### src/rtl/core/assert_macros.svh
// ---------------------------------------------------------------------------
// Assertion macros shared by the frontier edge detector
// Clocked property checks with asynchronous reset masking.
// ---------------------------------------------------------------------------
`ifndef ASSERT_MACROS_SVH
`define ASSERT_MACROS_SVH

// Generic clocked check, masked while reset is asserted.
`define FED_ASSERT(label, clk, rst_n, prop) \
	label: assert property (@(posedge clk) disable iff (!rst_n) (prop)) \
		else $error("frontier edge detect: check failed");

// Same-cycle implication.
`define FED_ASSERT_IMPL(label, clk, rst_n, ante, cons) \
	`FED_ASSERT(label, clk, rst_n, (ante) |-> (cons))

// Next-cycle implication.
`define FED_ASSERT_NEXT(label, clk, rst_n, ante, cons) \
	`FED_ASSERT(label, clk, rst_n, (ante) |=> (cons))

`endif

### src/rtl/core/fed_ram.sv
// ---------------------------------------------------------------------------
// fed_ram
// Simple dual-port RAM, one write and one registered read port.
// ---------------------------------------------------------------------------
module fed_ram #(
	parameter int WIDTH = 4,
	parameter int DEPTH = 1024
) (
	input  logic                     clk,
	input  logic                     we,
	input  logic [$clog2(DEPTH)-1:0] waddr,
	input  logic [WIDTH-1:0]         wdata,
	input  logic                     re,
	input  logic [$clog2(DEPTH)-1:0] raddr,
	output logic [WIDTH-1:0]         rdata
);

	logic [WIDTH-1:0] mem [DEPTH];

	always_ff @(posedge clk) begin
		if (we)
			mem[waddr] <= wdata;
		if (re)
			rdata <= mem[raddr];
	end

endmodule

### config.mk
export PLATFORM = sky130hd
export DESIGN_NAME = fed_ram
export DESIGN_NICKNAME = d
export VERILOG_FILES = /design/src/rtl/core/assert_macros.svh /design/src/rtl/core/fed_ram.sv
export SDC_FILE = /design/constraint.sdc
export NUM_CORES = 2
export LEC_CHECK = 0
export BUFFER_PORTS_ARGS = -buffer_cell sky130_fd_sc_hd__buf_4
export CAP_MARGIN = 20
export CORE_ASPECT_RATIO = 0.7
export CORE_MARGIN = 3
export CORE_UTILIZATION = 45
export DETAILED_ROUTE_END_ITERATION = 16
export PLACE_DENSITY = 0.57
export SYNTH_ARGS = -nofsm -noshare
export SYNTH_HDL_FRONTEND = slang
export SYNTH_SLANG_ARGS = --single-unit
### constraint.sdc
create_clock -name clk -period 5.4 [get_ports clk]
set_input_delay 0.27 -clock clk [delete_from_list [all_inputs] [get_ports clk]]
set_output_delay 0.27 -clock clk [all_outputs]
set_load 0.05 [all_outputs]
==> metrics.txt <==
status=finished clean; initial antenna violation count=51; latest clock arrival within the worst-skew pair=910 ps; vias per cell=6.37; global-route wire length before repair=681000 um; largest net degree at the start of global routing=221; skew final=42.6 ps; Max Fclk=244 MHz; post-synth top area share=75.9%; Top delay family on crit path=compound AO/OA/AOI/OAI gates; post_cts resized=0; Adder-Cell Fraction of Synth Area=0%; mux contribution to synthesized area=15.2%; CP max FO=81; number of distinct library cells after synthesis=75; Placed Cells=12800; R2R cell count=7; RR Endpoint=rdata[2]; Post-DRT Antenna Nets=0; syn nets=8317; TritonCTS clock tree=yes; Synth Instances=8290; class of the worst hold path=in -> reg; Max IR drop VDD=0.274 mV; Tot GR Track Use=26.5%; I/O Buffers=30; syn_area_per_cell=19.6 um^2; CP cell instances=buf_8, buf_12, buf_12, mux4_2, and3_1, a311oi_1, a31oi_1, and3_1, o41ai_1, nand4_1; GPL Wtd Cong=0.865; drt first pass iters=6; Final min period=4090 ps; leakage power=0.0558 uW; WP data arrival=4740 ps; clk slew on worst S/H paths=60 ps; Hold Path Depth=5; 1st-iter DRT viols=14100; die area=368000 um^2; Starting Density=45.4%; setup violators final=0; non-filler instance count after layout=13500; post-CTS setup buffers=0; Worst-Margin Slew=1260 ps; largest family of logic cells by synthesized area=multiplexers; #FFs+latches synth=4100; Slew Limit Fails=0; Pwr Total=65600 uW; nets=8507; Synth Area in Compound Gates=2.96%; Ys Warns=0; H-tree depth=5; critical path class=in -> reg; PD cells=361 nW/um^2; Setup TNS=0 ps; clk sink count=4100; HP Start=raddr[8]; WL/cell=36.3 um; final worst-path cycle share=75.7%; largest area contributor in the netlist=edfxtp_1; Final Hold Viols=0; std cell rows=183; slowest stage delay, CP=910 ps; DRC=0; Die Height=508 um; sequential-to-total area share from yosys stat=75.9%; Area growth, synth to finish=12.0%; Slew headroom=16.0%; grt total ovfl=0; CTS Buffer Depth=4; area share of xor/xnor cells in the synthesized design=0%; number of buffers and inverters on the critical path=3; dpl hpwl=300000 um; via count=86100; crit start category=input pin; Worst Hold Path EP=rdata[0]; I/O pin count=31; Critical-path top delay cell=a311oi_1; mapped cell area=162000 um^2; RSZ-0062 raised after global routing=no; EDFF count, synth=4100; Clk Tree Root Cell=clkbuf_16; dominant cells by area after synthesis=edfxtp_1 (76%), mux4_2 (12%), mux2i_1 (2.8%), nor2_1 (2.6%), o221ai_1 (0.91%); vias in the first global route=83900; R2R setup slack=1720 ps; required time of the worst setup path=6050 ps; Post-Synth Simple-Gate Area=3.98%; CTS Buf Count=385; final WL=491000 um; CP Capture Type=register; DIE WIDTH=723 um; fill count=28200; reg-to-reg critical path startpoint=mem[844][2]; core footprint=357000 um^2; ys flop type=edfxtp_1; layout cell share with drive strength beyond 1=21.6%; # hold bufs at CTS=12; ys async rst share=0%; Max-cap violations=0
## synth_stat cells (29+ instances only)
library cell,instances
nand2_1,166
o21ai_0,66
buf_2,64
buf_4,60
clkbuf_1,300
nor3_1,100
a22oi_1,80
mux4_2,875
mux2i_1,461
o22ai_1,89
buf_1,84
nand3_1,62
o221ai_1,168
nor2_1,1103
buf_6,81
edfxtp_1,4100
a21oi_1,129
a221oi_1,29
## state kept, by name, indices dropped and copies added (netlist names)
| register | cells |
|---|---|
| mem | 4096 |
| rdata | 4 |
## power breakdown
group	switching, uW	leakage [uW]	internal (uW)
Sequential	15.3	0.0368	35000
Clock	11900	0.00599	15100
Combinational	2390	0.0130	1120
Total	14300	0.0558	51300
## stage by stage
stage,setup WS (ps),utilization [%],cell area [um^2],hold WS (ps)
2_1_floorplan,2410,-,162000,369
3_3_place_gp,144,47.3,169000,589
3_5_place_dp,597,47.4,169000,586
4_1_cts,1570,50.8,181000,158
5_1_grt,1300,50.8,181000,222
6_report,1310,50.9,182000,255
## cell usage in the layout, fill, tap and decap left out, types with 11 or more instances in the layout
cell,netlist,routed
nand3_1,62,38
o21ai_0,66,66
a221oi_1,29,29
dlygate4sd3_1,0,12
nor3_1,100,96
buf_12,1,61
buf_4,60,307
a21oi_1,129,129
a22o_1,11,11
clkinv_2,0,76
a211oi_1,13,12
clkbuf_1,300,64
mux2_2,23,23
diode_2,0,17
o221ai_1,168,168
bufinv_16,0,38
nand4_1,12,12
and3_1,12,12
clkinvlp_4,0,17
edfxtp_1,4100,4100
clkinv_1,1,91
nand2_1,166,160
a22oi_1,80,80
nand3_4,0,24
a31oi_1,11,11
mux2i_1,461,461
o22ai_1,89,89
nand2b_1,12,11
mux4_2,875,875
nor4_1,21,20
clkbuf_16,0,392
nor2_1,1103,1099
## worst max path at each step
stage / slack (ps) / startpoint / cells past startpoint / endpoint
CTS: 1570 / raddr[1] / 10 / rdata[2]
global placement: 140 / raddr[1] / 10 / rdata[1]
finish: 1310 / raddr[1] / 10 / rdata[2]
floorplan: 2410 / raddr[0] / 12 / rdata[2]
detailed placement: 600 / raddr[1] / 10 / rdata[2]
global route: 1300 / raddr[1] / 10 / rdata[2]
## cell families after synthesis
family          count (synthesis)
buf+inv                       597
simple gates                 1560
mux                          1359
compound gates                674
flops                        4100
## tightest hold or removal path: cells and delay by family
kind / cells / cell delay, ps
compound gates: 1 / 70
buf+inv: 2 / 430
simple gates: 2 / 210
## cell type report
cell class	count	area [um^2]	area share, %
flip-flops and latches	4100	123000	67.8
multi-input cells	3593	36300	20.0
clock buffers	456	10000	5.54
well taps	4717	5900	3.25
repair buffers	394	3840	2.11
clock inverters	240	2210	1.22
diodes	17	42.5	0.0234
inverters	6	36.3	0.0200
## metal layers
metal / vias up / routed length, um / track usage (%)
met1: 45700 / 206000 / 40.7
met3: 637 / 67800 / 8.96
met4: 12 / 11300 / 5.74
li1: 34300 / - / -
met2: 5436 / 206000 / 36.5
met5: - / 84 / 0
Note: power is estimated with default switching activity, not from simulation.
