$ cat config.mk
export PLATFORM = sky130hd
export DESIGN_NAME = fed_window
export DESIGN_NICKNAME = d
export VERILOG_FILES = /design/src/rtl/core/fed_pkg.sv /design/src/rtl/core/fed_window.sv
export VERILOG_INCLUDE_DIRS = /design/src /design/src/rtl/core
export SDC_FILE = /design/constraint.sdc
export NUM_CORES = 1
export LEC_CHECK = 0
export BUFFER_PORTS_ARGS = -buffer_cell sky130_fd_sc_hd__clkbuf_2
export CORE_UTILIZATION = 38
export CTS_CLUSTER_SIZE = 16
export DETAILED_ROUTE_END_ITERATION = 7
export MAX_ROUTING_LAYER = met4
export PLACE_DENSITY = 0.75
export SKIP_LAST_GASP = 1
export SYNTH_ARGS = -nofsm -noshare
export SYNTH_HDL_FRONTEND = slang
export SYNTH_SLANG_ARGS = --single-unit
export TNS_END_PERCENT = 1
$ cat constraint.sdc
create_clock -name clk -period 2.2 [get_ports clk]
set_clock_uncertainty 0.1 [all_clocks]
set_input_delay 0.22 -clock clk [delete_from_list [all_inputs] [get_ports clk]]
set_output_delay 0.22 -clock clk [all_outputs]
set_load 0.005 [all_outputs]
$ cat src/rtl/core/assert_macros.svh
// ---------------------------------------------------------------------------
// Assertion macros shared by the frontier edge detector
// Clocked property checks with asynchronous reset masking.
// ---------------------------------------------------------------------------
`ifndef ASSERT_MACROS_SVH
`define ASSERT_MACROS_SVH

// Generic clocked check, masked while reset is asserted.
`define FED_ASSERT(label, clk, rst_n, prop) \
	label: assert property (@(posedge clk) disable iff (!rst_n) (prop)) \
		else $error("frontier edge detect: check failed");

// Same-cycle implication.
`define FED_ASSERT_IMPL(label, clk, rst_n, ante, cons) \
	`FED_ASSERT(label, clk, rst_n, (ante) |-> (cons))

// Next-cycle implication.
`define FED_ASSERT_NEXT(label, clk, rst_n, ante, cons) \
	`FED_ASSERT(label, clk, rst_n, (ante) |=> (cons))

`endif

$ cat src/rtl/core/fed_pkg.sv
// ---------------------------------------------------------------------------
// fed_pkg
// Types, constants and helpers of the frontier edge detector.
// ---------------------------------------------------------------------------
package fed_pkg;

	localparam int MAX_WIDTH  = 1024;
	localparam int MAX_HEIGHT = 1024;

	// field widths
	localparam int CFG_W   = 11;
	localparam int VAL_W   = 8;
	localparam int IDX_W   = 20;
	localparam int DATA_W  = 32;
	localparam int PADDR_W = 3;
	localparam int REG_SEL_BIT = 2;

	// counter widths
	localparam int COL_W = $clog2(MAX_WIDTH);
	localparam int ROW_W = $clog2(MAX_HEIGHT);
	localparam int PAD_W = $clog2(MAX_WIDTH + 2);
	localparam int CW_MAX = (COL_W > ROW_W) ? COL_W : ROW_W;
	localparam int CMP_W = ((CW_MAX > CFG_W) ? CW_MAX : CFG_W) + 2;

	localparam int CFG_MIN = 3;
	localparam int WIDTH_RST  = (1024 > MAX_WIDTH) ? MAX_WIDTH : 1024;
	localparam int HEIGHT_RST = (1024 > MAX_HEIGHT) ? MAX_HEIGHT : 1024;

	// input actions
	localparam logic ACT_CELL = 1'b0;
	localparam logic ACT_PAD  = 1'b1;

	// register indexes (address bit REG_SEL_BIT)
	localparam logic REG_WIDTH  = 1'b0;
	localparam logic REG_HEIGHT = 1'b1;

	typedef enum logic [1:0] {
		CLS_FREE     = 2'd0,
		CLS_UNKNOWN  = 2'd1,
		CLS_OCCUPIED = 2'd2
	} cls_t;

	// one line store entry: older row, newer row
	typedef struct packed {
		cls_t top;
		cls_t mid;
	} line_t;

	localparam int LINE_W = $bits(line_t);

	// one window column
	typedef struct packed {
		cls_t top;
		cls_t mid;
		cls_t bot;
	} wcol_t;

	// neighbour validity of the window centre
	typedef struct packed {
		logic top;
		logic mid;
		logic bot;
		logic left;
		logic right;
	} mask_t;

	// request payload held in stage 1
	typedef struct packed {
		cls_t             cls;
		logic [COL_W-1:0] addr;
		logic             emit;
		logic             last;
		logic [IDX_W-1:0] idx;
		mask_t            mask;
		logic             fwd;
		line_t            fwd_data;
	} item_t;

	// line store write-back
	typedef struct packed {
		logic             en;
		logic [COL_W-1:0] addr;
		line_t            data;
	} wr_t;

	function automatic cls_t classify(input logic signed [VAL_W-1:0] v);
		cls_t c;
		if (v == '0)
			c = CLS_FREE;
		else if (v == -'sd1)
			c = CLS_UNKNOWN;
		else
			c = CLS_OCCUPIED;
		return c;
	endfunction

	function automatic logic [CFG_W-1:0] sat_cfg(input logic [CFG_W-1:0] v,
			input int unsigned lim);
		int unsigned vi;
		logic [CFG_W-1:0] r;
		vi = int'(v);
		if (vi < CFG_MIN)
			r = CFG_W'(CFG_MIN);
		else if (vi > lim)
			r = CFG_W'(lim);
		else
			r = v;
		return r;
	endfunction

endpackage

$ cat src/rtl/core/fed_window.sv
// ---------------------------------------------------------------------------
// fed_window
// 3x3 window, store write-back, frontier test and output register.
// ---------------------------------------------------------------------------
`include "assert_macros.svh"

module fed_window (
	input  logic                      clk,
	input  logic                      arst_n,
	input  logic                      valid_s1,
	input  fed_pkg::item_t            item_s1,
	input  fed_pkg::line_t            rdata,
	output logic                      s1_move,
	output fed_pkg::wr_t              wr,
	output logic                      out_valid,
	input  logic                      out_ready,
	output logic [fed_pkg::IDX_W-1:0] cell_index,
	output logic                      is_frontier,
	output logic                      last_cell
);

	localparam fed_pkg::wcol_t WCOL_RST = '{
		top: fed_pkg::CLS_OCCUPIED,
		mid: fed_pkg::CLS_OCCUPIED,
		bot: fed_pkg::CLS_OCCUPIED
	};

	fed_pkg::wcol_t col_a_q, col_b_q, col_new;
	fed_pkg::line_t line;
	fed_pkg::mask_t m;
	logic           out_free, load, hit, hit_l, hit_c, hit_r;

	assign line = item_s1.fwd ? item_s1.fwd_data : rdata;
	assign m    = item_s1.mask;

	assign col_new.top = line.top;
	assign col_new.mid = line.mid;
	assign col_new.bot = item_s1.cls;

	assign out_free = !out_valid || out_ready;
	assign s1_move  = valid_s1 && (!item_s1.emit || out_free);
	assign load     = s1_move && item_s1.emit;

	// rows shift up one in the store
	assign wr.en       = s1_move;
	assign wr.addr     = item_s1.addr;
	assign wr.data.top = line.mid;
	assign wr.data.mid = item_s1.cls;

	// centre is col_b_q.mid once the new column is shifted in
	always_comb begin
		hit_l = m.left && ((m.top && col_a_q.top == fed_pkg::CLS_UNKNOWN) ||
			(m.mid && col_a_q.mid == fed_pkg::CLS_UNKNOWN) ||
			(m.bot && col_a_q.bot == fed_pkg::CLS_UNKNOWN));
		hit_c = (m.top && col_b_q.top == fed_pkg::CLS_UNKNOWN) ||
			(m.bot && col_b_q.bot == fed_pkg::CLS_UNKNOWN);
		hit_r = m.right && ((m.top && col_new.top == fed_pkg::CLS_UNKNOWN) ||
			(m.mid && col_new.mid == fed_pkg::CLS_UNKNOWN) ||
			(m.bot && col_new.bot == fed_pkg::CLS_UNKNOWN));
		hit   = (col_b_q.mid == fed_pkg::CLS_FREE) && (hit_l || hit_c || hit_r);
	end

	always_ff @(posedge clk or negedge arst_n) begin
		if (!arst_n) begin
			col_a_q <= WCOL_RST;
			col_b_q <= WCOL_RST;
		end else if (s1_move) begin
			col_a_q <= col_b_q;
			col_b_q <= col_new;
		end
	end

	always_ff @(posedge clk or negedge arst_n) begin
		if (!arst_n)
			out_valid <= 1'b0;
		else if (load)
			out_valid <= 1'b1;
		else if (out_ready)
			out_valid <= 1'b0;
	end

	always_ff @(posedge clk) begin
		if (load) begin
			cell_index  <= item_s1.idx;
			is_frontier <= hit;
			last_cell   <= item_s1.last;
		end
	end

	`FED_ASSERT_IMPL(a_no_overwrite, clk, arst_n, load, !out_valid || out_ready)
	`FED_ASSERT_IMPL(a_wr_valid, clk, arst_n, wr.en, valid_s1)

endmodule

==> flow_metrics.tcl <==
set metrics [dict create \
    core_area_um2 3661 \
    drcViolationCount 0 \
    first_iter_violations 9 \
    arrival_ps 1290 \
    hold_viol 0 \
    cts_num_sinks 35 \
    portBuffers 70 \
    cts.reportedPaths.clkPinSlew_ps 60 \
    grt_overflow 0 \
    ys.flop_type "edfxtp_1" \
    path_buf_inv 3 \
    final.fill_count 307 \
    syn_nets 149 \
    synth.largest_area_cell "edfxtp_1" \
    ctsHtreeMaxLevel 2 \
    antenna_found_initial 0 \
    setup_viol 0 \
    post_cts_resized 0 \
    leakagePower_nw 0.8459 \
    worst_pin_slew_ps 312.3 \
    synthCells 97 \
    clockRootBuffer "clkbuf_8" \
    cts-buffers-inserted 5 \
    synth-compound-area-share 0.04758 \
    synth_commonest_cells "edfxtp_1 (22), buf_4 (15), dfrtp_1 (7), nand2_1 (7), o21ai_0 (7)" \
    dp_hpwl_um 2065 \
    grt_max_degree 23 \
    diodes 0 \
    dieArea_um2 4057 \
    status "complete, no violations" \
    num_rows 22 \
    synth_edf_count 22 \
    cp_slowest_stage_delay_ps 370 \
    syn_area_per_cell_um2 14.91 \
    cp.required_ps 1880 \
    vias 944 \
    finalNonFillerCells 209 \
    cp_max_fo 18 \
    num-nets-final 212 \
    period_share 0.7325 \
    slew_viol_final 0 \
    crit_type "flip-flop to primary output" \
    min_path_type "input pin to flip-flop" \
    setup_tns_ps 0 \
    cp_top_family "buffers and inverters" \
    synth_fa_ha_area_frac 0 \
    worstReg2RegStart "out_valid" \
    endpoint_kind "primary output" \
    gp_routability_congestion 0.7675 \
    multiInputGateArea_um2 304.0 \
    synth_cell_type_count 24 \
    ff2ff_setup_slack_ps 810 \
    ys_ff_latch 35 \
    synthXorXnorAreaFrac 0 \
    pin_count 91 \
    min_path_cells 1 \
    synth_area_leaders "edfxtp_1 (46%), dfrtp_1 (12%), dfstp_2 (11%), buf_4 (7.8%), mux2_2 (4.7%)" \
    r2r_end "col_a_q[2]" \
    synthToLayoutAreaGrowth_pct 27.16 \
    critPathSlowestCell "dfrtp_1" \
    slew_headroom 0.7918 \
    finalCriticalPeriod_ps 1611 \
    grt_util_all_layers 0.1319 \
    p_per_area_nw_per_um2 748.5 \
    synth.most_common_cell "edfxtp_1" \
    synth.mux.area_fraction 0.08651 \
    r2r_cells 4 \
    drtAntennaViolNets 0 \
    drt_first_pass_iters 4 \
    totalWireLength_um 2435 \
    regArea_um2 993.5 \
    synth_top_family_by_area "buffers and inverters" \
    synth-async-reset-ratio 0.3714 \
    cp-start-kind "flip-flop" \
    drv_cap 0 \
    rsz0062_at_grt "no" \
    synth_top_cell_area_share 0.4567 \
    grt_pass1_vias 907 \
    grt_pass1_wl_um 3836 \
    dp.cells 200 \
    clk_latency_ps 270 \
    cts.path.max_buffers 2 \
    start_util 0.3951 \
    die_x_um 63.70 \
    post_drt_via_cell_ratio 4.517 \
    syn_area_um2 1446 \
    drive_gt1_frac 0.6025 \
    worstHoldEndpoint "cell_index[8]" \
    die_h_um 63.70 \
    max_freq_mhz 620.5 \
    synth_simple_gate_area_frac 0.07439 \
    ys_seq_area_frac 0.6869 \
    crit_chain "nand3b_1 -> nand2_1 -> buf_4 -> inv_1 -> clkbuf_2" \
    hp-start "item_s1[18]" \
    wire_per_inst_um 11.65 \
    ir_worst_vdd_uv 351.9 \
    yosys_warnings 0 \
    cts_tree "yes" \
]
[final cells by class]
type	count	area share
clock buffer	5	0.03742
clock inverter	3	0.008163
inverter	6	0.01224
multi-input combinational	39	0.1653
sequential	35	0.5401
tap	48	0.03265
timing repair buffer	73	0.2041
[worst max path at each step]
stage	start	endpoint	slack, ps	cells after the start
after floorplan	out_valid	cell_index[0]	230	4
after global placement	item_s1[4]	is_frontier	730	5
after detailed placement	item_s1[4]	is_frontier	700	5
after CTS	out_valid	wr[14]	570	5
after global routing	out_valid	s1_move	490	5
final	out_valid	wr[14]	590	5
[where the power goes]
| part | switching, W | internal [W] |
|---|---|---|
| combinational | 0.0000749 | 0.0000895 |
| clock | 0.000198 | 0.000216 |
| sequential | 0.0000250 | 0.000774 |
| total | 0.000298 | 0.00108 |
[worst register-to-register path, delay by kind of cell (launching register included)]
| kind | cells | cell delay, ps |
|---|---|---|
| buf+inv | 1 | 230 |
| mux | 1 | 360 |
| simple gates | 2 | 220 |
| flops | 1 | 370 |
[kinds of logic after synthesis]
family	Yosys count
buffers and inverters	23
multiplexers	10
flip-flops	35
AO/OA/AOI/OAI	12
AND/OR/NAND/NOR	17
[registers in the layout, summed over array words and instances (netlist names)]
signal       flops
last_cell        1
cell_index      20
is_frontier      1
col_b_q          6
col_a_q          6
out_valid        1
[metrics by stage]
stage               worst slack (ps)  cell area (um^2)  utilization  total power [W]  hold slack (ps)
floorplan                      229.2              1449            -        0.0009093           -175.6
CTS                            568.1              1839       0.5024         0.001400            5.687
global placement               731.2              1745       0.4768        0.0009680            15.86
finish                         588.5              1839       0.5024         0.001377            18.14
detailed placement             697.3              1745       0.4768        0.0009781            24.37
global route                   488.7              1839       0.5024         0.001443            6.845
[cell usage in the layout, fill, tap and decap left out]
master | netlist | routed
mux2_2 | 6 | 6
dfstp_2 | 6 | 6
nand4bb_2 | 1 | 1
o21ai_0 | 7 | 7
mux2i_1 | 2 | 2
nand3_2 | 1 | 1
dlygate4sd3_1 | 0 | 1
dfrtp_1 | 7 | 7
clkinv_2 | 0 | 3
edfxtp_1 | 22 | 22
o21ai_1 | 1 | 1
nand3_1 | 1 | 1
nand2_1 | 7 | 7
nand4b_1 | 2 | 2
nand3b_1 | 3 | 3
inv_1 | 6 | 6
clkbuf_2 | 0 | 70
clkbuf_8 | 0 | 5
o22ai_1 | 2 | 2
mux2_4 | 1 | 1
mux2i_4 | 1 | 1
a311oi_1 | 1 | 1
and3_1 | 1 | 1
buf_4 | 15 | 2
a22oi_1 | 1 | 1
nor2_2 | 0 | 1
[routing by layer]
layer  wire length (um)  share of wire  track usage  up-vias
met5                  0              0            -        -
met4                  7         0.0029      0.05114        0
met3                223          0.092      0.04348        2
met2               1199           0.49       0.2221       61
met1               1004           0.41       0.1430      424
li1                   -              -            -      457
[repair_timing]
action,CTS,global route
hold buffers,1,0
hold endpoints to repair,13,0
setup buffers,0,0
endpoints found under the setup margin,0,0
Power figures use the tool's default switching activity.
