`config.mk`:
```
export PLATFORM = sky130hd
export DESIGN_NAME = fed_ctrl
export DESIGN_NICKNAME = d
export VERILOG_FILES = /design/src/rtl/core/fed_pkg.sv /design/src/rtl/core/fed_ctrl.sv
export VERILOG_INCLUDE_DIRS = /design/src /design/src/rtl/core
export SDC_FILE = /design/constraint.sdc
export NUM_CORES = 1
export LEC_CHECK = 0
export BUFFER_PORTS_ARGS = -buffer_cell sky130_fd_sc_hd__buf_4
export CORE_AREA = 3 3 139 141
export DETAILED_ROUTE_END_ITERATION = 12
export DIE_AREA = 0 0 142 144
export GPL_TIMING_DRIVEN = 0
export HOLD_SLACK_MARGIN = 0.08
export MAX_ROUTING_LAYER = met4
export PLACE_DENSITY = 0.69
export SYNTH_ARGS = -nofsm -noshare
export SYNTH_HDL_FRONTEND = slang
export SYNTH_SLANG_ARGS = --single-unit
export TNS_END_PERCENT = 5
```
`constraint.sdc`:
```
create_clock -name clk -period 5.15 [get_ports clk]
set_clock_uncertainty 0.1 [all_clocks]
set_input_delay 0.515 -clock clk [delete_from_list [all_inputs] [get_ports clk]]
set_output_delay 0.515 -clock clk [all_outputs]
set_load 0.005 [all_outputs]
```
`src/rtl/core/assert_macros.svh`:
```
// ---------------------------------------------------------------------------
// Assertion macros shared by the frontier edge detector
// Clocked property checks with asynchronous reset masking.
// ---------------------------------------------------------------------------
`ifndef ASSERT_MACROS_SVH
`define ASSERT_MACROS_SVH

// Generic clocked check, masked while reset is asserted.
`define FED_ASSERT(label, clk, rst_n, prop) \
	label: assert property (@(posedge clk) disable iff (!rst_n) (prop)) \
		else $error("frontier edge detect: check failed");

// Same-cycle implication.
`define FED_ASSERT_IMPL(label, clk, rst_n, ante, cons) \
	`FED_ASSERT(label, clk, rst_n, (ante) |-> (cons))

// Next-cycle implication.
`define FED_ASSERT_NEXT(label, clk, rst_n, ante, cons) \
	`FED_ASSERT(label, clk, rst_n, (ante) |=> (cons))

`endif

```
`src/rtl/core/fed_pkg.sv`:
```
// ---------------------------------------------------------------------------
// fed_pkg
// Types, constants and helpers of the frontier edge detector.
// ---------------------------------------------------------------------------
package fed_pkg;

	localparam int MAX_WIDTH  = 1024;
	localparam int MAX_HEIGHT = 1024;

	// field widths
	localparam int CFG_W   = 11;
	localparam int VAL_W   = 8;
	localparam int IDX_W   = 20;
	localparam int DATA_W  = 32;
	localparam int PADDR_W = 3;
	localparam int REG_SEL_BIT = 2;

	// counter widths
	localparam int COL_W = $clog2(MAX_WIDTH);
	localparam int ROW_W = $clog2(MAX_HEIGHT);
	localparam int PAD_W = $clog2(MAX_WIDTH + 2);
	localparam int CW_MAX = (COL_W > ROW_W) ? COL_W : ROW_W;
	localparam int CMP_W = ((CW_MAX > CFG_W) ? CW_MAX : CFG_W) + 2;

	localparam int CFG_MIN = 3;
	localparam int WIDTH_RST  = (1024 > MAX_WIDTH) ? MAX_WIDTH : 1024;
	localparam int HEIGHT_RST = (1024 > MAX_HEIGHT) ? MAX_HEIGHT : 1024;

	// input actions
	localparam logic ACT_CELL = 1'b0;
	localparam logic ACT_PAD  = 1'b1;

	// register indexes (address bit REG_SEL_BIT)
	localparam logic REG_WIDTH  = 1'b0;
	localparam logic REG_HEIGHT = 1'b1;

	typedef enum logic [1:0] {
		CLS_FREE     = 2'd0,
		CLS_UNKNOWN  = 2'd1,
		CLS_OCCUPIED = 2'd2
	} cls_t;

	// one line store entry: older row, newer row
	typedef struct packed {
		cls_t top;
		cls_t mid;
	} line_t;

	localparam int LINE_W = $bits(line_t);

	// one window column
	typedef struct packed {
		cls_t top;
		cls_t mid;
		cls_t bot;
	} wcol_t;

	// neighbour validity of the window centre
	typedef struct packed {
		logic top;
		logic mid;
		logic bot;
		logic left;
		logic right;
	} mask_t;

	// request payload held in stage 1
	typedef struct packed {
		cls_t             cls;
		logic [COL_W-1:0] addr;
		logic             emit;
		logic             last;
		logic [IDX_W-1:0] idx;
		mask_t            mask;
		logic             fwd;
		line_t            fwd_data;
	} item_t;

	// line store write-back
	typedef struct packed {
		logic             en;
		logic [COL_W-1:0] addr;
		line_t            data;
	} wr_t;

	function automatic cls_t classify(input logic signed [VAL_W-1:0] v);
		cls_t c;
		if (v == '0)
			c = CLS_FREE;
		else if (v == -'sd1)
			c = CLS_UNKNOWN;
		else
			c = CLS_OCCUPIED;
		return c;
	endfunction

	function automatic logic [CFG_W-1:0] sat_cfg(input logic [CFG_W-1:0] v,
			input int unsigned lim);
		int unsigned vi;
		logic [CFG_W-1:0] r;
		vi = int'(v);
		if (vi < CFG_MIN)
			r = CFG_W'(CFG_MIN);
		else if (vi > lim)
			r = CFG_W'(lim);
		else
			r = v;
		return r;
	endfunction

endpackage

```
`src/rtl/core/fed_ctrl.sv`:
```
// ---------------------------------------------------------------------------
// fed_ctrl
// Raster sequencer: positions, flush count, store reads, stage 1 register.
// ---------------------------------------------------------------------------
`include "assert_macros.svh"

module fed_ctrl (
	input  logic                             clk,
	input  logic                             arst_n,
	input  logic                             in_valid,
	output logic                             in_ready,
	input  logic                             action,
	input  logic signed [fed_pkg::VAL_W-1:0] cell_value,
	input  logic [fed_pkg::CFG_W-1:0]        grid_w,
	input  logic [fed_pkg::CFG_W-1:0]        grid_h,
	input  logic                             restart,
	input  logic                             s1_move,
	input  fed_pkg::wr_t                     wr,
	output logic                             rd_en,
	output logic [fed_pkg::COL_W-1:0]        rd_addr,
	output logic                             valid_s1,
	output fed_pkg::item_t                   item_s1
);

	localparam int COL_W = fed_pkg::COL_W;
	localparam int ROW_W = fed_pkg::ROW_W;
	localparam int PAD_W = fed_pkg::PAD_W;
	localparam int CMP_W = fed_pkg::CMP_W;
	localparam int IDX_W = fed_pkg::IDX_W;

	// input position, flush count
	logic [COL_W-1:0] col_q, col_n;
	logic [ROW_W-1:0] row_q, row_n;
	logic [PAD_W-1:0] pad_q, pad_n;
	// position of the next result
	logic [COL_W-1:0] ec_q, ec_n;
	logic [ROW_W-1:0] er_q, er_n;
	logic [IDX_W-1:0] idx_q, idx_n;

	logic             accept, is_cell, pend, act, restart_c, last_p;
	logic             wrap, frame_end, emit;
	logic [COL_W-1:0] c_base, ec_b, addr;
	logic [ROW_W-1:0] r_base, er_b;
	logic [IDX_W-1:0] idx_b;
	logic [CMP_W-1:0] e_x, w_x, h_x;
	fed_pkg::mask_t   mask;

	assign in_ready  = !valid_s1 || s1_move;
	assign accept    = in_valid && in_ready;
	assign is_cell   = (action == fed_pkg::ACT_CELL);
	assign pend      = (pad_q != '0);
	assign act       = is_cell || pend;
	assign restart_c = is_cell && pend;
	assign last_p    = (pad_q == PAD_W'(1));

	assign c_base = restart_c ? '0 : col_q;
	assign r_base = restart_c ? '0 : row_q;
	assign ec_b   = restart_c ? '0 : ec_q;
	assign er_b   = restart_c ? '0 : er_q;
	assign idx_b  = restart_c ? '0 : idx_q;

	assign w_x = CMP_W'(grid_w);
	assign h_x = CMP_W'(grid_h);
	assign e_x = CMP_W'(er_b);

	assign wrap      = (CMP_W'(c_base) + CMP_W'(1)) >= w_x;
	assign frame_end = wrap && ((CMP_W'(r_base) + CMP_W'(1)) >= h_x);

	always_comb begin
		if (is_cell) begin
			addr = c_base;
			emit = (r_base >= ROW_W'(2)) || ((r_base == ROW_W'(1)) && (c_base != '0));
		end else begin
			addr = last_p ? '0 : col_q;
			emit = 1'b1;
		end
	end

	// interior rows 1..H-2 and in-grid columns around the centre
	always_comb begin
		mask.top   = (e_x >= CMP_W'(2)) && ((e_x + CMP_W'(1)) <= h_x);
		mask.mid   = (e_x >= CMP_W'(1)) && ((e_x + CMP_W'(2)) <= h_x);
		mask.bot   = (e_x + CMP_W'(3)) <= h_x;
		mask.left  = (ec_b != '0);
		mask.right = (CMP_W'(ec_b) + CMP_W'(2)) <= w_x;
	end

	always_comb begin
		col_n = col_q;
		row_n = row_q;
		pad_n = pad_q;
		ec_n  = ec_q;
		er_n  = er_q;
		idx_n = idx_q;
		if (accept && act) begin
			if (is_cell) begin
				pad_n = '0;
				if (wrap) begin
					col_n = '0;
					if (frame_end) begin
						row_n = '0;
						pad_n = PAD_W'(grid_w) + PAD_W'(1);
					end else begin
						row_n = r_base + ROW_W'(1);
					end
				end else begin
					col_n = c_base + COL_W'(1);
					row_n = r_base;
				end
			end else begin
				pad_n = pad_q - PAD_W'(1);
				col_n = last_p ? '0 : col_q + COL_W'(1);
			end

			if (!is_cell && last_p) begin
				ec_n  = '0;
				er_n  = '0;
				idx_n = '0;
			end else if (emit) begin
				idx_n = idx_b + IDX_W'(1);
				if ((CMP_W'(ec_b) + CMP_W'(1)) >= w_x) begin
					ec_n = '0;
					er_n = er_b + ROW_W'(1);
				end else begin
					ec_n = ec_b + COL_W'(1);
					er_n = er_b;
				end
			end else begin
				ec_n  = ec_b;
				er_n  = er_b;
				idx_n = idx_b;
			end
		end
	end

	always_ff @(posedge clk or negedge arst_n) begin
		if (!arst_n) begin
			col_q <= '0;
			row_q <= '0;
			pad_q <= '0;
			ec_q  <= '0;
			er_q  <= '0;
			idx_q <= '0;
		end else if (restart) begin
			col_q <= '0;
			row_q <= '0;
			pad_q <= '0;
			ec_q  <= '0;
			er_q  <= '0;
			idx_q <= '0;
		end else begin
			col_q <= col_n;
			row_q <= row_n;
			pad_q <= pad_n;
			ec_q  <= ec_n;
			er_q  <= er_n;
			idx_q <= idx_n;
		end
	end

	assign rd_en   = accept && act;
	assign rd_addr = addr;

	// stage 1
	always_ff @(posedge clk or negedge arst_n) begin
		if (!arst_n)
			valid_s1 <= 1'b0;
		else if (accept && act)
			valid_s1 <= 1'b1;
		else if (s1_move)
			valid_s1 <= 1'b0;
	end

	always_ff @(posedge clk) begin
		if (accept && act) begin
			item_s1.cls      <= is_cell ? fed_pkg::classify(cell_value) : fed_pkg::CLS_OCCUPIED;
			item_s1.addr     <= addr;
			item_s1.emit     <= emit;
			item_s1.last     <= !is_cell && last_p;
			item_s1.idx      <= idx_b;
			item_s1.mask     <= mask;
			// entry written back this cycle is not yet in the store's read data
			item_s1.fwd      <= wr.en && (wr.addr == addr);
			item_s1.fwd_data <= wr.data;
		end
	end

	// during a flush the pad column runs one past the row end
	`FED_ASSERT_IMPL(a_pad_row_zero, clk, arst_n, pad_q != '0, row_q == '0)
	`FED_ASSERT_IMPL(a_col_in_row, clk, arst_n, pad_q == '0, CMP_W'(col_q) < w_x)
	`FED_ASSERT_NEXT(a_s1_hold, clk, arst_n, valid_s1 && !s1_move, $stable(item_s1.idx))

endmodule

```
==> summary.txt, run 1 <==
Timing
  • Slew HR: 0.189
  • Max Fclk: ~200 MHz
  • Fin crit share: 0.970
  • Post-route setup TNS: 0 ns
  • Final Setup Violations: 0
  • Actual slew at the worst max-slew pin: between 1 and 1.5 ns
  • Max Slew Vio Count: 0
  • Setup WS post-layout: ~0.15 ns
  • Final Hold Fails: 0
  • Min Tclk post-route: about 5.0 ns

Cells and area
  • Layout Area Growth over Synthesis: 20.8%
  • Fillers: about 1.6k
  • N_diodes: 0
  • Share of layout cells above drive strength 1: 0.179
  • Post-route cell area: 10900 um2
  • Layout Nets: 1301
  • Final cell utilization of the core: 0.602

Synthesis
  • Fraction of registers with async set/reset: 0.621
  • Cell accounting for the most synthesized area: dfrtp_1
  • Yosys cell types: between 80 and 90
  • Synth Warn #: 0
  • Ranking of synthesized cells by area: dfrtp_1, edfxtp_1, ha_1
  • Sequential share of the synthesized area: 0.346
  • Seq cells post-synth: about 120
  • Dominant synthesized flop cell: dfrtp_1
  • Mapped Nets: 1169
  • Synth top area share: 0.200
  • Syn avg cell area: approximately 8.8 um2
  • Synth Instances: ~1k
  • Post-Syn Area: 9020 um2
  • EDFF count, synth: between 40 and 50

Clocking
  • CTS tree: built
  • Max Buffers Root-to-Sink: 2
  • CTS clk-pin slew, worst paths: ~0.060 ns
  • CTS sink cnt: 116
  • CTS Buf Count: 17
  • CTS root buf: clkbuf_16
  • Worst-skew pair later-pin latency: roughly 0.43 ns
  • H-tree levels: 4

Worst setup path
  • Crit path max fanout: 5
  • Cells along the critical path: inv_1 -> ha_2 -> or3b_4 -> o31ai_4 -> buf_6 -> buf_4 -> and2_1 -> ha_2 -> and3_4 -> and3_2 -> nand2_1 -> xor2_1 -> nor2_1 -> ha_1 -> and4_1 -> a221o_1 -> o21a_2 -> or4_1 -> o211ai_1
  • WP data arrival: 5.24 ns
  • Crit path max-delay cell type: or4_1
  • Max incr delay on CP: roughly 0.47 ns
  • Worst EP required: 5.39 ns
  • Critical path type: reg2reg
  • Setup crit start kind: flip-flop
  • Most used cell, CP: ha_2
  • Critical Path End Type: flip-flop

GRT
  • Global-route wire length before repair: 43900 um
  • Number of global-route vias before repair: just over 8k
  • Largest net degree at the start of global routing: 73
  • Gr busiest metal: met2
  • Met2 global-route usage: 0.446
  • GRT overflow: 0
  • GRT Total Usage: 0.285
  • Antenna violations before repair: 0
  • Grt met3 use: 0.0516
  • Met1 global-route usage: 0.367

Placement
  • Worst Setup Slack post-DPL: -0.986 ns
  • Placer Congestion: 0.975
  • HPWL after DPL: approximately 21000 um
  • Area after DPL: roughly 10000 um2
  • Port bufs: approximately 110

Outcome
  • Status: finished, final reports clean

Power
  • Comb pwr share: 0.255
  • Leakage power: 0.00468 uW
  • PwrDens: roughly 280 nW/um2
  • Cell Int Power: about 2000 uW
  • Flop pwr share: 0.353
  • Switching Share: 0.336
  • Worst VDD drop: 0.303 mV
  • Sw Pwr: just over 1000 uW
  • Clock network fraction of design power: 0.392

Route
  • Final wirelength: 28300 um
  • Routed WL per cell: 20.2 um
  • Detail Route Antenna Nets: 0
  • DRT iter0 DRCs: 799
  • Vias post-DR: between 8k and 9k
  • Via/cell ratio: a little over 6
  • Residual DRC count: 0
  • DR pass1 iterations: 5

Floorplanning
  • DIE WIDTH: about 140 um
  • Starting Density: 0.499
  • # IOs: between 100 and 150
  • Die Y: roughly 140 um
  • Std-Cell Core Area: 18100 um2
  • Rows: 49
  • Die ar.: a little over 20000 um2

Hold path
  • Hold Crit Class: in2async

Run
  • MaxCap Viol Count: 0
## repair_timing
action	4_1_cts	5_1_grt
pin swaps	1	3
hold buffers	0	0
resized for setup	19	24
setup endpoints to repair	52	50
buffers inserted	0	7
## cell families (layout without fill, tap and decap cells)
| logic type | after synthesis | after routing | synth area share |
|---|---|---|---|
| mux | 2 | 2 | 0.00250 |
| xor+xnor | 50 | 50 | 0.0486 |
| flops | 116 | 116 | 0.346 |
| simple gates | 386 | 386 | 0.223 |
| buf+inv | 109 | 253 | 0.0476 |
| fa+ha+maj | 91 | 91 | 0.126 |
| compound gates | 273 | 273 | 0.206 |
## worst paths after layout
check                                        end                  from  slack (ns)  cells after the start
max                          ec_q[3]$_DFFE_PN0P_  pad_q[0]$_DFFE_PN0P_        0.15                     19
min                        idx_q[13]$_DFFE_PN0P_                arst_n        0.13                      1
max reg2reg                  ec_q[3]$_DFFE_PN0P_  pad_q[0]$_DFFE_PN0P_        0.15                     19
min reg2reg                 idx_q[0]$_DFFE_PN0P_  idx_q[0]$_DFFE_PN0P_        0.39                      2
max in group asynchronous    ec_q[0]$_DFFE_PN0P_                arst_n        4.14                      1
min in group clk            item_s1[1]$_DFFE_PP_                 wr[1]        0.16                      1
## cell type report
type                    instances  area (um2)  share of cell area
repair buffers                114         868              0.0797
flip-flops and latches        116        3120               0.287
clock buffers                  17         425              0.0391
inverters                      63         236              0.0217
clock inverters                14         156              0.0144
multi-input cells             802        5590               0.513
plain buffers                  45         209              0.0192
well taps                     229         287              0.0263
## worst max-delay path, delay by kind of cell (launching register included)
kind                       cells  cell delay [ns]
AOI/OAI and AO/OA              4             1.11
xor gates and xnor gates       1             0.15
adders and majority gates      3             0.76
DFF                            1             0.43
and+or+nand+nor                8             2.00
buffers and inverters          3             0.39
## power groups by stage
stage,sequential (uW),combinational (uW),clock (uW)
after floorplan,1080,388,0
after global placement,1080,710,0
after detailed placement,1080,724,0
after CTS,1060,739,1190
after global routing,1070,830,1230
final,1060,766,1180
## metrics by stage
| step | hold WS, ns | std cells | total power, uW |
|---|---|---|---|
| 6_report | 0.125 | 1400 | 3000 |
| 5_1_grt | 0.160 | 1400 | 3120 |
| 4_1_cts | 0.153 | 1394 | 2990 |
| 3_5_place_dp | 0.390 | 1363 | 1800 |
| 3_3_place_gp | 0.386 | 1362 | 1790 |
| 2_1_floorplan | 0.119 | 1027 | 1470 |
## layer usage
| metal | vias up | part of all wire |
|---|---|---|
| met5 | - | 0 |
| met4 | 0 | 0.036 |
| met3 | 69 | 0.068 |
| met2 | 366 | 0.46 |
| met1 | 4162 | 0.43 |
| li1 | 4112 | - |
## registers in the layout, indices dropped and copies added, names as in the netlist
register,flops
item_s1,44
idx_q,20
pad_q,11
col_q,10
ec_q,10
er_q,10
row_q,10
valid_s1,1
## cell usage after synthesis (12+ instances only)
master	number
a21oi_1	55
a22o_1	22
a31oi_1	12
and2_1	19
and3_1	20
clkbuf_1	32
dfrtp_1	72
edfxtp_1	44
ha_1	91
inv_1	62
nand2_1	78
nand3_1	49
nand4_1	28
nor2_1	81
nor3_1	26
nor4_1	20
o21a_1	14
o21ai_0	80
or3_1	17
xnor2_1	32
xor2_1	18
## cell usage in the layout (no fill, tap or decap), types with 6 or more instances in the layout
cell / instances
edfxtp_1: 44
ha_1: 87
clkbuf_16: 17
a21o_1: 6
nand4_1: 28
buf_4: 116
a211oi_1: 6
dfrtp_1: 72
xor2_1: 18
a21oi_1: 52
xnor2_1: 32
clkbuf_1: 29
a22o_1: 22
nor4_1: 20
and3_1: 18
buf_2: 6
o22ai_1: 6
a31oi_1: 12
o21ai_0: 78
inv_1: 61
nor2b_1: 8
o211ai_1: 7
nand3_1: 47
o21a_1: 14
nand2_1: 78
or3_1: 16
and2_1: 19
nor3_1: 24
nor2_1: 78
Power figures use the tool's default switching activity.
==> run 2: changes to the inputs <==
--- a/config.mk
+++ b/config.mk
@@ -7,13 +7,14 @@
 export NUM_CORES = 1
 export LEC_CHECK = 0
 export BUFFER_PORTS_ARGS = -buffer_cell sky130_fd_sc_hd__buf_4
-export CORE_AREA = 3 3 139 141
+export CAP_MARGIN = 20
+export CORE_AREA = 3 3 133 135
 export DETAILED_ROUTE_END_ITERATION = 12
-export DIE_AREA = 0 0 142 144
+export DIE_AREA = 0 0 136 138
 export GPL_TIMING_DRIVEN = 0
 export HOLD_SLACK_MARGIN = 0.08
 export MAX_ROUTING_LAYER = met4
-export PLACE_DENSITY = 0.69
+export PLACE_DENSITY = 0.75
 export SYNTH_ARGS = -nofsm -noshare
 export SYNTH_HDL_FRONTEND = slang
 export SYNTH_SLANG_ARGS = --single-unit
==> summary.txt, run 2 (synthesized netlist as in run 1, its figures left out) <==
Placement
  • Placer Congestion: 1.00 (+2.7%)
  • HPWL after DPL: 20700 um (-1.9%)
  • Port bufs: 106 (unchanged)

Cells and area
  • Leading cell type in the layout, fill and taps excluded: buf_4
  • Commonest cells after routing, fill and taps aside: buf_4, ha_1, o21ai_0
  • Final cell utilization of the core: 0.653 (+0.0511)
  • Max reg flops: 44 (unchanged)
  • Fillers: 1410 (-11%)
  • Layout Nets: 1301 (unchanged)
  • Share of layout cells above drive strength 1: 0.177 (-0.00186)
  • Layout Area Growth over Synthesis: 20.1%
  • Biggest register: item_s1
  • Top Registers: item_s1 x44, idx_q x20, pad_q x11
  • N_diodes: 0 (unchanged)

Route
  • DR pass1 iterations: 7 (+2)
  • Detail Route Antenna Nets: 0 (unchanged)
  • Residual DRC count: 0 (unchanged)
  • Via/cell ratio: 6.43 (+3.3%)
  • Final wirelength: 28400 um (+0.43%)
  • Routed WL per cell: 20.4 um (+1.0%)
  • Vias post-DR: 8945 (+2.7%)
  • DRT iter0 DRCs: 1043 (+31%)

GRT
  • Global-route wire length before repair: 44400 um (+1.2%)
  • Grt met3 use: 0.0531 (+0.00147)
  • Number of global-route vias before repair: 8368 (+2.9%)
  • Met1 global-route usage: 0.410 (+0.0431)
  • GRT overflow: 0 (unchanged)
  • Gr busiest metal: met2
  • GRT Total Usage: 0.308 (+0.0233)
  • Largest net degree at the start of global routing: 73 (unchanged)
  • Met2 global-route usage: 0.461 (+0.0156)
  • Antenna violations before repair: 0 (unchanged)

Floorplanning
  • DIE WIDTH: 136 um (-4.2%)
  • # IOs: 108 (unchanged)
  • Std-Cell Core Area: 16600 um2 (-8.3%)
  • Die Y: 138 um (-4.2%)
  • Die ar.: 18800 um2 (-8.2%)
  • Rows: 47 (-4.1%)
  • Starting Density: 0.544 (+0.0452)

Timing
  • Post-route setup TNS: 0 ns (unchanged)
  • Final Hold Fails: 0 (unchanged)
  • Max Slew Vio Count: 0 (unchanged)
  • Fin crit share: 0.968 (-0.00249)
  • Actual slew at the worst max-slew pin: 0.985 ns (-0.232 ns)
  • Min Hold Slack: 0.140 ns (+0.0146 ns)
  • Final Setup Violations: 0 (unchanged)
  • Min Tclk post-route: 4.98 ns (-0.0128 ns)
  • Slew HR: 0.343 (+0.154)
  • Max Fclk: 201 MHz (+0.26%)

Power
  • PwrDens: 274 nW/um2 (-0.65%)
  • Leakage power: 0.00467 uW (-0.21%)
  • Total power: 2970 uW (-1.2%)
  • Worst VDD drop: 0.227 mV (-25%)

Worst setup path
  • Crit path max fanout: 10 (+5)
  • Setup crit start kind: flip-flop
  • Max incr delay on CP: 0.43 ns (-0.04 ns)
  • Cells along the critical path: inv_1 -> ha_2 -> or3b_4 -> o31ai_4 -> buf_6 -> buf_8 -> buf_8 -> nand2_1 -> inv_1 -> ha_2 -> nand3_2 -> or3_1 -> a21oi_2 -> ha_1 -> a21oi_1 -> a21oi_1 -> a211oi_2 -> a21oi_2 -> and3_1 -> buf_2 -> a22o_1
  • Critical Path End Type: flip-flop
  • Critical path type: reg2reg
  • Crit path max-delay cell type: or3b_4
  • WP data arrival: 5.19 ns (-0.05 ns)
  • Worst EP required: 5.36 ns (-0.03 ns)

Clocking
  • # hold bufs at CTS: 0 (unchanged)
  • CTS root buf: clkbuf_16
  • CTS clk-pin slew, worst paths: 0.06 ns (about the same)
  • Worst-skew pair later-pin latency: 0.42 ns (about the same)
  • CTS sink cnt: 116 (unchanged)
  • CTS tree: built
  • H-tree levels: 4 (unchanged)
  • CTS Buf Count: 17 (unchanged)
  • Max Buffers Root-to-Sink: 2 (unchanged)

Outcome
  • Status: finished, final reports clean

Hold path
  • Hold Crit Class: in2async

Run
  • MaxCap Viol Count: 0 (unchanged)
run 2: cell count changes in the layout (fill, tap and decap cells not counted), moves of 2 or more:
cell     before  now
a21o_2        0    2
and3_1       18   20
buf_4       116  112
a21o_1        6    4
o21ai_0      78   80
o21ai_1       3    1
nand3_2       1    3
run 2: stage by stage:
stage                     worst slack [ns]  std cells  instance area [um2]
after global routing              -0.00678       1392                10800
after detailed placement            -0.721       1355                10100
after CTS                           0.0134       1388                10700
final                                0.166       1392                10800
after global placement              -0.955       1353                10100
after floorplan                      0.517       1027                 9020
run 2: layer usage:
layer | vias to the layer above | share of wire
met1 | 4200 | 0.41
met4 | 0 | 0.041
met5 | - | 0
met2 | 538 | 0.45
li1 | 4104 | -
met3 | 103 | 0.099
run 2: path summary, 6_finish.rpt:
kind	start	slack, ns	to	depth (start not counted)
worst max-delay path	pad_q[0]$_DFFE_PN0P_	0.17	row_q[0]$_DFFE_PN0P_	21
worst min-delay path	arst_n	0.14	idx_q[17]$_DFFE_PN0P_	1
worst max register to register	pad_q[0]$_DFFE_PN0P_	0.17	row_q[0]$_DFFE_PN0P_	21
worst min register to register	idx_q[10]$_DFFE_PN0P_	0.42	idx_q[10]$_DFFE_PN0P_	1
max in group asynchronous	arst_n	4.15	ec_q[0]$_DFFE_PN0P_	1
min in group clk	wr[1]	0.17	item_s1[1]$_DFFE_PP_	1
run 2: critical path: cells and delay by family (launching register included):
family	cells	cell delay [ns]
compound gates	7	1.42
flops	1	0.42
fa+ha+maj	3	0.73
buf+inv	6	0.92
simple gates	5	1.27
run 2: area by class of cell:
type / count / area [um2] / area share
sequential: 116 / 3120 / 0.288
clock buffer: 18 / 429 / 0.0396
timing repair buffer: 113 / 855 / 0.0789
tap: 220 / 275 / 0.0254
clock inverter: 14 / 133 / 0.0122
multi-input combinational: 802 / 5560 / 0.513
inverter: 63 / 236 / 0.0218
buffer: 46 / 228 / 0.0210
run 2: where the power goes:
group / switching [uW] / total [uW] / internal [uW] / leakage [uW]
combinational: 523 / 778 / 255 / 0.00299
clock: 461 / 1130 / 668 / 0.000267
sequential: 35.0 / 1060 / 1030 / 0.00142
run 2: repair_timing:
item / CTS / global route
setup endpoints to repair: 52 / 50
hold endpoints to repair: 0 / 0
buffers inserted: 1 / 2
gates cloned: 0 / 1
pin swaps: 1 / 3
resized for setup: 15 / 27
